**src/hdl/klt_pkg.sv**
```systemverilog
// keyed lock table package: table sizing, field widths, operation and status codes
// used by keyed_lock_table_core; depends on nothing else
package klt_pkg;

	// table sizing; ENTRIES must be a power of two so ring indexes wrap by truncation
	localparam int ENTRIES   = 16;
	localparam int SLOT_BITS = $clog2(ENTRIES);
	localparam int CNT_BITS  = SLOT_BITS + 1;
	localparam int KEY_BITS  = 64;
	localparam int REF_BITS  = 8;

	// fixed port widths
	localparam int KEY_IN_BITS = 64;
	localparam int MODE_BITS   = 2;
	localparam int STAT_BITS   = 3;
	localparam int HOLD_BITS   = 8;

	localparam logic [REF_BITS-1:0] REF_MAX  = {REF_BITS{1'b1}};
	localparam logic [CNT_BITS-1:0] FREE_ALL = CNT_BITS'(ENTRIES);

	// operation codes
	typedef enum logic [MODE_BITS-1:0] {
		MODE_LOCK    = 2'd0,
		MODE_TRYLOCK = 2'd1,
		MODE_UNLOCK  = 2'd2,
		MODE_NONE    = 2'd3
	} mode_t;

	// result status codes
	typedef enum logic [STAT_BITS-1:0] {
		ST_GRANTED   = 3'd0,
		ST_QUEUED    = 3'd1,
		ST_BUSY      = 3'd2,
		ST_FULL      = 3'd3,
		ST_NOTFOUND  = 3'd4,
		ST_FREED     = 3'd5,
		ST_HANDOFF   = 3'd6,
		ST_SATURATED = 3'd7
	} status_t;

	// entry update bundle from the decision logic to the table registers
	typedef struct packed {
		logic                 en;
		logic [SLOT_BITS-1:0] idx;
		logic                 valid;
		logic                 held;
		logic [REF_BITS-1:0]  refs;
		logic                 key_wr;
		logic                 pop;
		logic                 push;
	} upd_t;

endpackage

```
**src/hdl/keyed_lock_table_core.sv**
```systemverilog
// keyed lock table core: key lookup, reference counting and free slot ring
// depends on klt_pkg
//
// usage:
// - input channel (in_valid, in_stall, mode, key) takes one request word: lock,
//   trylock or unlock of a key; the unused mode code is consumed without a result
// - output channel (out_valid, out_stall, status, slot, holders) returns one
//   result word per lock, trylock or unlock request, in request order
// - an accepted request word sits in the input register while the sixteen-way
//   key compare and entry update run, then lands in the result register
// - throughput: one request per cycle unless the receiver stalls a waiting
//   result; the table update for a request commits at the same edge that
//   loads its result, so the next request sees it at once
// - when the receiver stalls a waiting result, the input register holds its word
//   and in_stall rises until the result is taken; nothing is dropped
// - reset clears all entries, references and held flags, refills the free ring
//   with slots in order and empties both registers; no clearing pass is needed,
//   the block takes requests right after reset
module keyed_lock_table_core (
	input  logic                               clk,
	input  logic                               arst_n,
	input  logic                               in_valid,
	output logic                               in_stall,
	input  logic [klt_pkg::MODE_BITS-1:0]      mode,
	input  logic [klt_pkg::KEY_IN_BITS-1:0]    key,
	output logic                               out_valid,
	input  logic                               out_stall,
	output logic [klt_pkg::STAT_BITS-1:0]      status,
	output logic [klt_pkg::SLOT_BITS-1:0]      slot,
	output logic [klt_pkg::HOLD_BITS-1:0]      holders
);

	// input register
	logic                                  valid_s1;
	klt_pkg::mode_t                        mode_s1;
	logic [klt_pkg::KEY_BITS-1:0]          key_s1;

	// result register
	logic                                  out_valid_q;
	klt_pkg::status_t                      status_q;
	logic [klt_pkg::SLOT_BITS-1:0]         slot_q;
	logic [klt_pkg::HOLD_BITS-1:0]         holders_q;

	// table state
	logic [klt_pkg::ENTRIES-1:0]           valid_q;
	logic [klt_pkg::ENTRIES-1:0]           held_q;
	logic [klt_pkg::REF_BITS-1:0]          refs_q  [klt_pkg::ENTRIES];
	logic [klt_pkg::KEY_BITS-1:0]          key_q   [klt_pkg::ENTRIES];
	logic [klt_pkg::SLOT_BITS-1:0]         ring_q  [klt_pkg::ENTRIES];
	logic [klt_pkg::SLOT_BITS-1:0]         head_q;
	logic [klt_pkg::CNT_BITS-1:0]          count_q;

	// decision logic outputs
	logic                                  advance;
	logic                                  fire;
	logic [klt_pkg::ENTRIES-1:0]           match;
	logic                                  hit;
	logic [klt_pkg::SLOT_BITS-1:0]         hit_idx;
	logic [klt_pkg::REF_BITS-1:0]          hit_refs;
	logic                                  hit_held;
	logic [klt_pkg::SLOT_BITS-1:0]         alloc_idx;
	logic [klt_pkg::SLOT_BITS-1:0]         tail_idx;
	logic                                  res_valid;
	klt_pkg::status_t                      res_status;
	logic [klt_pkg::SLOT_BITS-1:0]         res_slot;
	logic [klt_pkg::REF_BITS-1:0]          res_refs;
	klt_pkg::upd_t                         upd;

	// handshake: result register frees up when empty or taken
	assign advance  = !out_valid_q || !out_stall;
	assign in_stall = valid_s1 && !advance;
	assign fire     = valid_s1 && advance;

	// parallel key compare, lowest matching slot wins
	always_comb begin
		for (int i = 0; i < klt_pkg::ENTRIES; i++) begin
			match[i] = valid_q[i] && (key_q[i] == key_s1);
		end
	end

	always_comb begin
		hit_idx = '0;
		for (int i = klt_pkg::ENTRIES - 1; i >= 0; i--) begin
			if (match[i]) begin
				hit_idx = klt_pkg::SLOT_BITS'(i);
			end
		end
	end

	assign hit       = |match;
	assign hit_refs  = refs_q[hit_idx];
	assign hit_held  = held_q[hit_idx];
	assign alloc_idx = ring_q[head_q];
	assign tail_idx  = head_q + count_q[klt_pkg::SLOT_BITS-1:0];

	// per-request decision and entry update
	always_comb begin
		res_valid  = 1'b1;
		res_status = klt_pkg::ST_GRANTED;
		res_slot   = '0;
		res_refs   = '0;
		upd        = '0;
		upd.idx    = hit_idx;
		case (mode_s1)
			klt_pkg::MODE_UNLOCK: begin
				if (!hit) begin
					res_status = klt_pkg::ST_NOTFOUND;
				end else if (hit_refs > klt_pkg::REF_BITS'(1)) begin
					upd.en     = 1'b1;
					upd.valid  = 1'b1;
					upd.held   = 1'b1;
					upd.refs   = hit_refs - klt_pkg::REF_BITS'(1);
					res_status = klt_pkg::ST_HANDOFF;
					res_slot   = hit_idx;
					res_refs   = upd.refs;
				end else begin
					// last reference gone: slot returns to the free ring
					upd.en     = 1'b1;
					upd.push   = (count_q < klt_pkg::FREE_ALL);
					res_status = klt_pkg::ST_FREED;
					res_slot   = hit_idx;
				end
			end
			klt_pkg::MODE_LOCK, klt_pkg::MODE_TRYLOCK: begin
				if (!hit) begin
					if (count_q == '0) begin
						res_status = klt_pkg::ST_FULL;
					end else begin
						// new key takes the oldest free slot
						upd.en     = 1'b1;
						upd.idx    = alloc_idx;
						upd.valid  = 1'b1;
						upd.held   = 1'b1;
						upd.refs   = klt_pkg::REF_BITS'(1);
						upd.key_wr = 1'b1;
						upd.pop    = 1'b1;
						res_status = klt_pkg::ST_GRANTED;
						res_slot   = alloc_idx;
						res_refs   = upd.refs;
					end
				end else if (mode_s1 == klt_pkg::MODE_TRYLOCK && hit_held) begin
					res_status = klt_pkg::ST_BUSY;
					res_slot   = hit_idx;
					res_refs   = hit_refs;
				end else if (hit_refs == klt_pkg::REF_MAX) begin
					res_status = klt_pkg::ST_SATURATED;
					res_slot   = hit_idx;
					res_refs   = hit_refs;
				end else begin
					upd.en     = 1'b1;
					upd.valid  = 1'b1;
					upd.held   = 1'b1;
					upd.refs   = hit_refs + klt_pkg::REF_BITS'(1);
					res_status = hit_held ? klt_pkg::ST_QUEUED : klt_pkg::ST_GRANTED;
					res_slot   = hit_idx;
					res_refs   = upd.refs;
				end
			end
			default: begin
				res_valid = 1'b0;
			end
		endcase
	end

	// input register
	always_ff @(posedge clk or negedge arst_n) begin
		if (!arst_n) begin
			valid_s1 <= 1'b0;
		end else if (!in_stall) begin
			valid_s1 <= in_valid;
		end
	end

	always_ff @(posedge clk) begin
		if (in_valid && !in_stall) begin
			mode_s1 <= klt_pkg::mode_t'(mode);
			key_s1  <= key[klt_pkg::KEY_BITS-1:0];
		end
	end

	// result register
	always_ff @(posedge clk or negedge arst_n) begin
		if (!arst_n) begin
			out_valid_q <= 1'b0;
		end else if (advance) begin
			out_valid_q <= valid_s1 && res_valid;
		end
	end

	always_ff @(posedge clk) begin
		if (fire && res_valid) begin
			status_q  <= res_status;
			slot_q    <= res_slot;
			holders_q <= klt_pkg::HOLD_BITS'(res_refs);
		end
	end

	// entry flags, counts and free ring
	always_ff @(posedge clk or negedge arst_n) begin
		if (!arst_n) begin
			valid_q <= '0;
			held_q  <= '0;
			head_q  <= '0;
			count_q <= klt_pkg::FREE_ALL;
			for (int i = 0; i < klt_pkg::ENTRIES; i++) begin
				refs_q[i] <= '0;
				ring_q[i] <= klt_pkg::SLOT_BITS'(i);
			end
		end else if (fire && upd.en) begin
			valid_q[upd.idx] <= upd.valid;
			held_q[upd.idx]  <= upd.held;
			refs_q[upd.idx]  <= upd.refs;
			if (upd.pop) begin
				head_q  <= head_q + klt_pkg::SLOT_BITS'(1);
				count_q <= count_q - klt_pkg::CNT_BITS'(1);
			end
			if (upd.push) begin
				ring_q[tail_idx] <= upd.idx;
				count_q          <= count_q + klt_pkg::CNT_BITS'(1);
			end
		end
	end

	// key store, no reset
	always_ff @(posedge clk) begin
		if (fire && upd.en && upd.key_wr) begin
			key_q[upd.idx] <= key_s1;
		end
	end

	assign out_valid = out_valid_q;
	assign status    = status_q;
	assign slot      = slot_q;
	assign holders   = holders_q;

`ifndef SYNTH
	// free ring never overfills
	a_count_range: assert property (@(posedge clk) disable iff (!arst_n)
		count_q <= klt_pkg::FREE_ALL)
		else $error("free count above table size");

	// every slot is either in use or on the free ring
	a_slot_balance: assert property (@(posedge clk) disable iff (!arst_n)
		(klt_pkg::CNT_BITS'($countones(valid_q)) + count_q) == klt_pkg::FREE_ALL)
		else $error("used and free slots do not add up");

	// an entry in use is always held, a free entry never
	a_held_valid: assert property (@(posedge clk) disable iff (!arst_n)
		held_q == valid_q)
		else $error("held flags disagree with entry valid bits");

	// keys stay unique among entries in use
	a_unique_key: assert property (@(posedge clk) disable iff (!arst_n)
		valid_s1 |-> $onehot0(match))
		else $error("key found in more than one entry");

	// a saturated result reports the full count
	a_sat_count: assert property (@(posedge clk) disable iff (!arst_n)
		(out_valid_q && status_q == klt_pkg::ST_SATURATED)
			|-> holders_q == klt_pkg::HOLD_BITS'(klt_pkg::REF_MAX))
		else $error("saturated result without full count");
`endif

endmodule

```
**config.mk**
```make
export PLATFORM = sky130hd
export DESIGN_NAME = keyed_lock_table_core
export DESIGN_NICKNAME = d
export VERILOG_FILES = /design/src/hdl/klt_pkg.sv /design/src/hdl/keyed_lock_table_core.sv
export SDC_FILE = /design/constraint.sdc
export NUM_CORES = 2
export LEC_CHECK = 0
export BUFFER_PORTS_ARGS = -buffer_cell sky130_fd_sc_hd__buf_4
export CELL_PAD_IN_SITES_DETAIL_PLACEMENT = 0
export CELL_PAD_IN_SITES_GLOBAL_PLACEMENT = 2
export CORE_ASPECT_RATIO = 0.7
export CORE_MARGIN = 3
export CORE_UTILIZATION = 42
export DETAILED_ROUTE_END_ITERATION = 12
export PLACE_DENSITY_LB_ADDON = 0.1
export SYNTH_ARGS = -nofsm -noshare
export SYNTH_HDL_FRONTEND = slang
export SYNTH_SLANG_ARGS = --single-unit
```
**constraint.sdc**
```tcl
create_clock -name clk -period 12.2 [get_ports clk]
set_input_delay 3.66 -clock clk [delete_from_list [all_inputs] [get_ports clk]]
set_output_delay 3.66 -clock clk [all_outputs]
set_load 0.005 [all_outputs]
```
Word level (Yosys, flattened, before mapping)
Memory sizes are Yosys's and may differ from the RTL's.
Cells that the tools add are included.
- $lt $le $gt $ge: 11
- $add $sub $neg: 6
- eq/ne operators: 19
- reduce and logical (&&, ||, !) cells: 41
- bitwise gates (word level): 4
- mux-type cells: 77
- operator list (operator ; count):
    == test 64 bit ; 16
    bitwise mux 128 bit ; 1
    2-to-1 mux 4 bit ; 24
    bitwise mux 64 bit ; 1
    2-to-1 mux 8 bit ; 8
    2-to-1 mux 10 bit ; 5
    binary-select mux 8 bit (select 4 bit) ; 1
    bitwise mux 16 bit ; 2
    demux 8 bit (select 4 bit) ; 1
    logical AND 1 bit ; 27
    greater-or-equal comparator 5 bit, second input constant ; 4
    inverter 4 -> 5 bit ; 4
    one-hot mux 10 bit (2 select lines) ; 1
    2-to-1 mux 17 bit ; 1
    binary-select mux 4 bit (select 4 bit) ; 1
    demux 4 bit (select 4 bit) ; 1
    one-hot mux 8 bit (2 select lines) ; 1
    OR reduction 16 bit ; 1
    2-to-1 mux 1 bit ; 14
    < comparator 4 x 5 -> 1 bit, second input constant ; 2
    < comparator 5 x 1 -> 1 bit, second input constant ; 2
    2-to-1 mux 2 bit ; 5
    2-to-1 mux 5 bit ; 2
    2-to-1 mux 3 bit ; 3
    other kinds (25) ; 30
- output and inout port bits: 17
- word-level logic and storage cells: 202
- memories: 1
- RAM bits: 1024
- flip-flop bits (word level): 316
- memory list (memory ; depth ; bits a word ; rd ports ; clocked after memory_dff ; wr ports ; RTL line ; RTL):
    key_q ; 16 ; 64 ; 16 ; 0 ; 1 ; keyed_lock_table_core.sv:48 ; logic [klt_pkg::KEY_BITS-1:0] key_q [klt_pkg::ENTRIES];

Logic depth before layout (Yosys ltp)
An unclocked memory read counts as a cell.
- word-level depth: 32
- gate-level depth with buffers: 30
- mapped depth without buffers: 25

Worst setup path after synthesis
Ideal clock, no wire load.
- kind: register -> register
- start: register key_s1[48] (netlist bit)
- end: memory key_q[1][0] (netlist bit), enable pin
- data arrival time: 11.764 ns
- data required time: 11.553 ns
- buffers on the path: 6
- clock period less this slack: 12.411 ns
- setup time: 0.647 ns
- slack: -0.211 ns
- stages on the path, launching flop included: 26
- cells stage by stage: edfxtp_1 -> buf_2 -> xor2_1 -> or4_1 -> or4_1 -> or4_1 -> a211oi_1 -> o31ai_1 -> nand2_4 -> buf_4 -> buf_6 -> mux2i_1 -> mux2i_1 -> o22a_1 -> o21ai_1 -> inv_1 -> ha_1 -> o211ai_1 -> and3b_1 -> and2_1 -> buf_2 -> inv_2 -> a21boi_4 -> buf_6 -> buf_2 -> nor4_1
- cells in the longest elaborated chain, start to end: 31
- elaborated cells between the ends (all ways): 71
- classes of those cells: eq/ne: 17; mux: 33; bitwise: 1; reduce/logical: 20
- RTL lines (element ; RTL line ; RTL):
    start, declared ; keyed_lock_table_core.sv:36 ; logic [klt_pkg::KEY_BITS-1:0] key_s1;
    start signal, assigned ; keyed_lock_table_core.sv:177 ; key_s1 <= key[klt_pkg::KEY_BITS-1:0];
    == test 64 bit ; keyed_lock_table_core.sv:77 ; match[i] = valid_q[i] && (key_q[i] == key_s1);
    logical AND 1 bit ; keyed_lock_table_core.sv:77 ;
    2-to-1 mux 4 bit (16 in series) ; keyed_lock_table_core.sv:84 ; if (match[i]) begin
    inverter 4 -> 5 bit (not written as such) ; keyed_lock_table_core.sv:91 ; assign hit_refs = refs_q[hit_idx];
    binary-select mux 8 bit (select 4 bit) ; keyed_lock_table_core.sv:91 ;
    2-to-1 mux 8 bit (not written as such) (2 in series) ; keyed_lock_table_core.sv:91 ;
    == test 8 bit ; keyed_lock_table_core.sv:145 ; end else if (hit_refs == klt_pkg::REF_MAX) begin
    2-to-1 mux 1 bit ; keyed_lock_table_core.sv:145 ;
    2-to-1 mux 1 bit ; keyed_lock_table_core.sv:141 ; end else if (mode_s1 == klt_pkg::MODE_TRYLOCK && hit_held) begin
    2-to-1 mux 1 bit ; keyed_lock_table_core.sv:125 ; if (!hit) begin
    one-hot mux 1 bit (2 select lines) ; keyed_lock_table_core.sv:104 ; case (mode_s1)
    logical AND 1 bit (2 in series) ; keyed_lock_table_core.sv:226 ; if (fire && upd.en && upd.key_wr) begin
    2-to-1 mux 1 bit ; keyed_lock_table_core.sv:226 ;
    2-to-1 mux 1 bit (not written as such) ; keyed_lock_table_core.sv:227 ; key_q[upd.idx] <= key_s1;
    end, declared ; keyed_lock_table_core.sv:48 ;
Parallel ways exist; a longest one is shown, timed or not. The select of a mux whose other input is x is not followed.

Worst setup path after layout
- start: register key_s1[1] (netlist bit)
- end: memory key_q[6][28] (netlist bit), enable pin
Same word-level chain as after synthesis.

==> impl_metrics.csv <==
group,metric,value,unit
status,status,"completed",
timing,fin_tns_setup,0,ns
synth,yosysMostFrequentCell,"edfxtp_1",
timing,period_share,78.7,%
timing,whs,0.495,ns
clocking,clk_latency,0.79,ns
timing,worst_slew_pin_slew,1.13,ns
worst_setup_path,required,12.60,ns
final_layout,fin_util,48.3,%
final_layout,register_area,38700,sq um
run,maxCapViolCount,0,
drt,ant_nets,0,
worst_setup_path,startpoint_type,"flop",
die,dieArea,153000,sq um
drt,routed_wl,225000,um
timing,setup_viol,0,
die,fp-row-count,117,
synth,syn_inst,4556,
synth,ys_warn_count,0,
final_layout,nNetsFinal,4856,
placement,place_congestion,0.930,
clocking,path_clk_slew,0.06,ns
clocking,cts_buffers,140,
synth,synth_edf_count,1105,
clocking,cts_hold_buf,0,
global_routing,met2_usage,40.2,%
worst_setup_path,cp_common_cell,"buf_4",
drt,vias_per_cell,6.00,
final_layout,nFillCells,12900,
final_layout,final_area,70600,sq um
drt,dr.pass1.iters,6,
synth,ys_ff_latch,1324,
drt,drc,0,
power,p_per_area,144,nW/um^2
timing,finClkSkew,0.0388,ns
synth,ys_seq_area_share,62.2,%
die,die_w,466,um
global_routing,grt_antenna_before_repair,13,
worst_setup_path,cp_max_fo,64,
clocking,clock_path_buffers,3,
die,die_h,328,um
timing,min_period,9.60,ns
worst_setup_path,crit_chain,"buf_4 > xnor2_1 > nand4_1 > nor4_1 > nand4_1 > nor4_2 > buf_4 > nor4_1 > o21ai_0 > nand2_1 > mux2i_1 > o22a_1 > o21ai_1 > inv_1 > ha_1 > o211ai_1 > and3b_1 > and2_1 > inv_2 > a21boi_4 > buf_4 > or3_1 > nor2_4 > buf_4",
synth,syn_nets,4639,
synth,synthTopCellsByArea,"edfxtp_1 (53%), xnor2_1 (7.6%), dfrtp_1 (7.5%)",
synth,async_flop_share,16.5,%
global_routing,grt_pass1_vias,38900,
die,io_pins,87,
drt,via_count,41100,
global_routing,grt_use_total,29.1,%
clocking,clock-sinks,1324,
die,core,146000,sq um
final_layout,multi_input_area,22400,sq um
timing,hold_violations,0,
synth,synth_top_area_cell,"edfxtp_1",
placement,dp_hpwl,152000,um
synth,synth_ff_type,"edfxtp_1",
clocking,htreeDepth,4,
clocking,cts_resized,0,
final_layout,drive_gt1_share,16.5,%
worst_setup_path,slowest_delay,0.83,ns
power,ir_drop,146,uV
die,initial_core_util,42.5,%
synth,synth_area_per_cell,13.6,sq um
final_layout,syn_to_final_growth,13.5,%
placement,portBuffers,86,
worst_hold_path,hold_class,"flop to flop",
timing,finalMaxSlewViolations,0,
timing,slew_headroom,23.9,%
worst_setup_path,crit_path_end_kind,"flop",
timing,max_freq,0.104,GHz
synth,synth_commonest_cells,"edfxtp_1 (1105), xnor2_1 (537), nand2b_1 (363), nand4_1 (322), xor2_1 (258)",
worst_setup_path,slowest_stage,"nor4_2",
drt,wl_per_cell,32.8,um
clocking,post_cts_buffers,0,
worst_setup_path,cp.arrival,10.00,ns
global_routing,grt_max_degree,107,
global_routing,top_usage_layer,"met1",
global_routing,grt.overflow.total,0,
clocking,cts_tree,"built",
synth,synth_area,62200,sq um
timing,rsz0062_at_grt,"no",
placement,postPlaceCellArea,66000,sq um
drt,first_iter_violations,5514,
power,p_leak,0.0241,uW
synth,yosysTopAreaCellShare,53.4,%
global_routing,gr-usage-met1,46.4,%
global_routing,grt_pass1_wl,312000,um
synth,ys_types,96,
global_routing,grt_use_met3,5.57,%
clocking,clockRootBuffer,"clkbuf_16",
worst_setup_path,worstSetupPathType,"flop to flop",
## critical path: cells and delay by family (launching register included)
family / cells / cell delay, ns
simple gates: 10 / 3.95
buf+inv: 6 / 2.28
fa+ha+maj: 1 / 0.27
flops: 1 / 0.74
xor+xnor: 1 / 0.25
compound gates: 5 / 1.28
mux: 1 / 0.25
## flip-flops by register name (all words and copies together), names as in the netlist, 2 cells and up
register	cells
slot	4
mode_s1	2
key_q	1024
key_s1	64
ring_q	64
count_q	5
head_q	4
refs_q	128
holders	8
valid_q	16
status	3
## where the power goes
group	switching (uW)	internal, uW	leakage [uW]
combinational	569	209	0.00889
sequential	21.8	4940	0.0129
clock	1860	2570	0.00226
## final cells by class
cell class / count / area share [%]
multi-input combinational: 2951 / 31.8
clock buffer: 177 / 5.34
clock inverter: 74 / 1.21
tap: 1963 / 3.48
timing repair buffer: 255 / 2.85
antenna: 1 / 0.00354
inverter: 101 / 0.537
sequential: 1324 / 54.8
## cells by family after synthesis
group,synth area share [%]
XOR/XNOR,11.2
flip-flops,62.2
AND/OR/NAND/NOR,14.8
multiplexers,6.08
adder cells (fa/ha/maj),0.286
AO/OA/AOI/OAI,3.41
buffers and inverters,1.94
## per-stage QoR
step / power [uW] / instances / setup WS, ns
after detailed placement: 5820 / 6594 / 2.90
after global routing: 10500 / 6845 / 2.18
final: 10200 / 6846 / 2.60
after global placement: 5820 / 6594 / 3.04
after CTS: 10200 / 6845 / 2.83
after floorplan: 5430 / 4556 / -0.211
## cell usage in the layout, fill, tap and decap left out, types with 12 or more instances in the layout
cell       netlist  routed
mux2i_1         83      83
xnor2_1        537     537
and3_1          13      13
dfstp_2         33      33
o2bb2ai_1       12      12
dfrtp_1        186     186
nor2b_1         43      43
nand4_1        322     322
nand2b_1       363     363
nand3_1         96      96
nor2_1         104      99
buf_4            3     247
inv_1           98      98
clkbuf_1        55      30
clkinv_1         1      23
clkbuf_16        0     145
edfxtp_1      1105    1105
nand2_1        157     157
mux2_2         212     212
xor2_1         258     258
a22o_1          16      16
bufinv_16        0      18
or4_1           43      43
nor3_1          66      65
a21oi_1         25      23
nor4b_1         19      19
mux4_2          20      20
nand4b_1        18      18
nor4_1         180     165
nor4_2           2      17
o22ai_1         28      28
o2111ai_1       50      50
clkinv_2         0      22
o21ai_0         40      40
## path summary, 6_finish.rpt
check,end,from,cells after the start,slack [ns]
worst min register to register,refs_q[73],refs_q[73],1,0.49
max in group asynchronous,ring_q[36],arst_n,2,7.71
worst min-delay path,refs_q[73],refs_q[73],1,0.49
worst max register to register,key_q[6][28],key_s1[1],24,2.60
worst max-delay path,key_q[6][28],key_s1[1],24,2.60
min in group asynchronous,refs_q[4],arst_n,1,2.94
## routing by layer
layer	wire length, um	vias to the layer above
met4	5130	2
met3	19800	252
li1	-	17600
met5	15	-
met2	91600	1932
met1	108000	21300
Power figures use the tool's default switching activity.
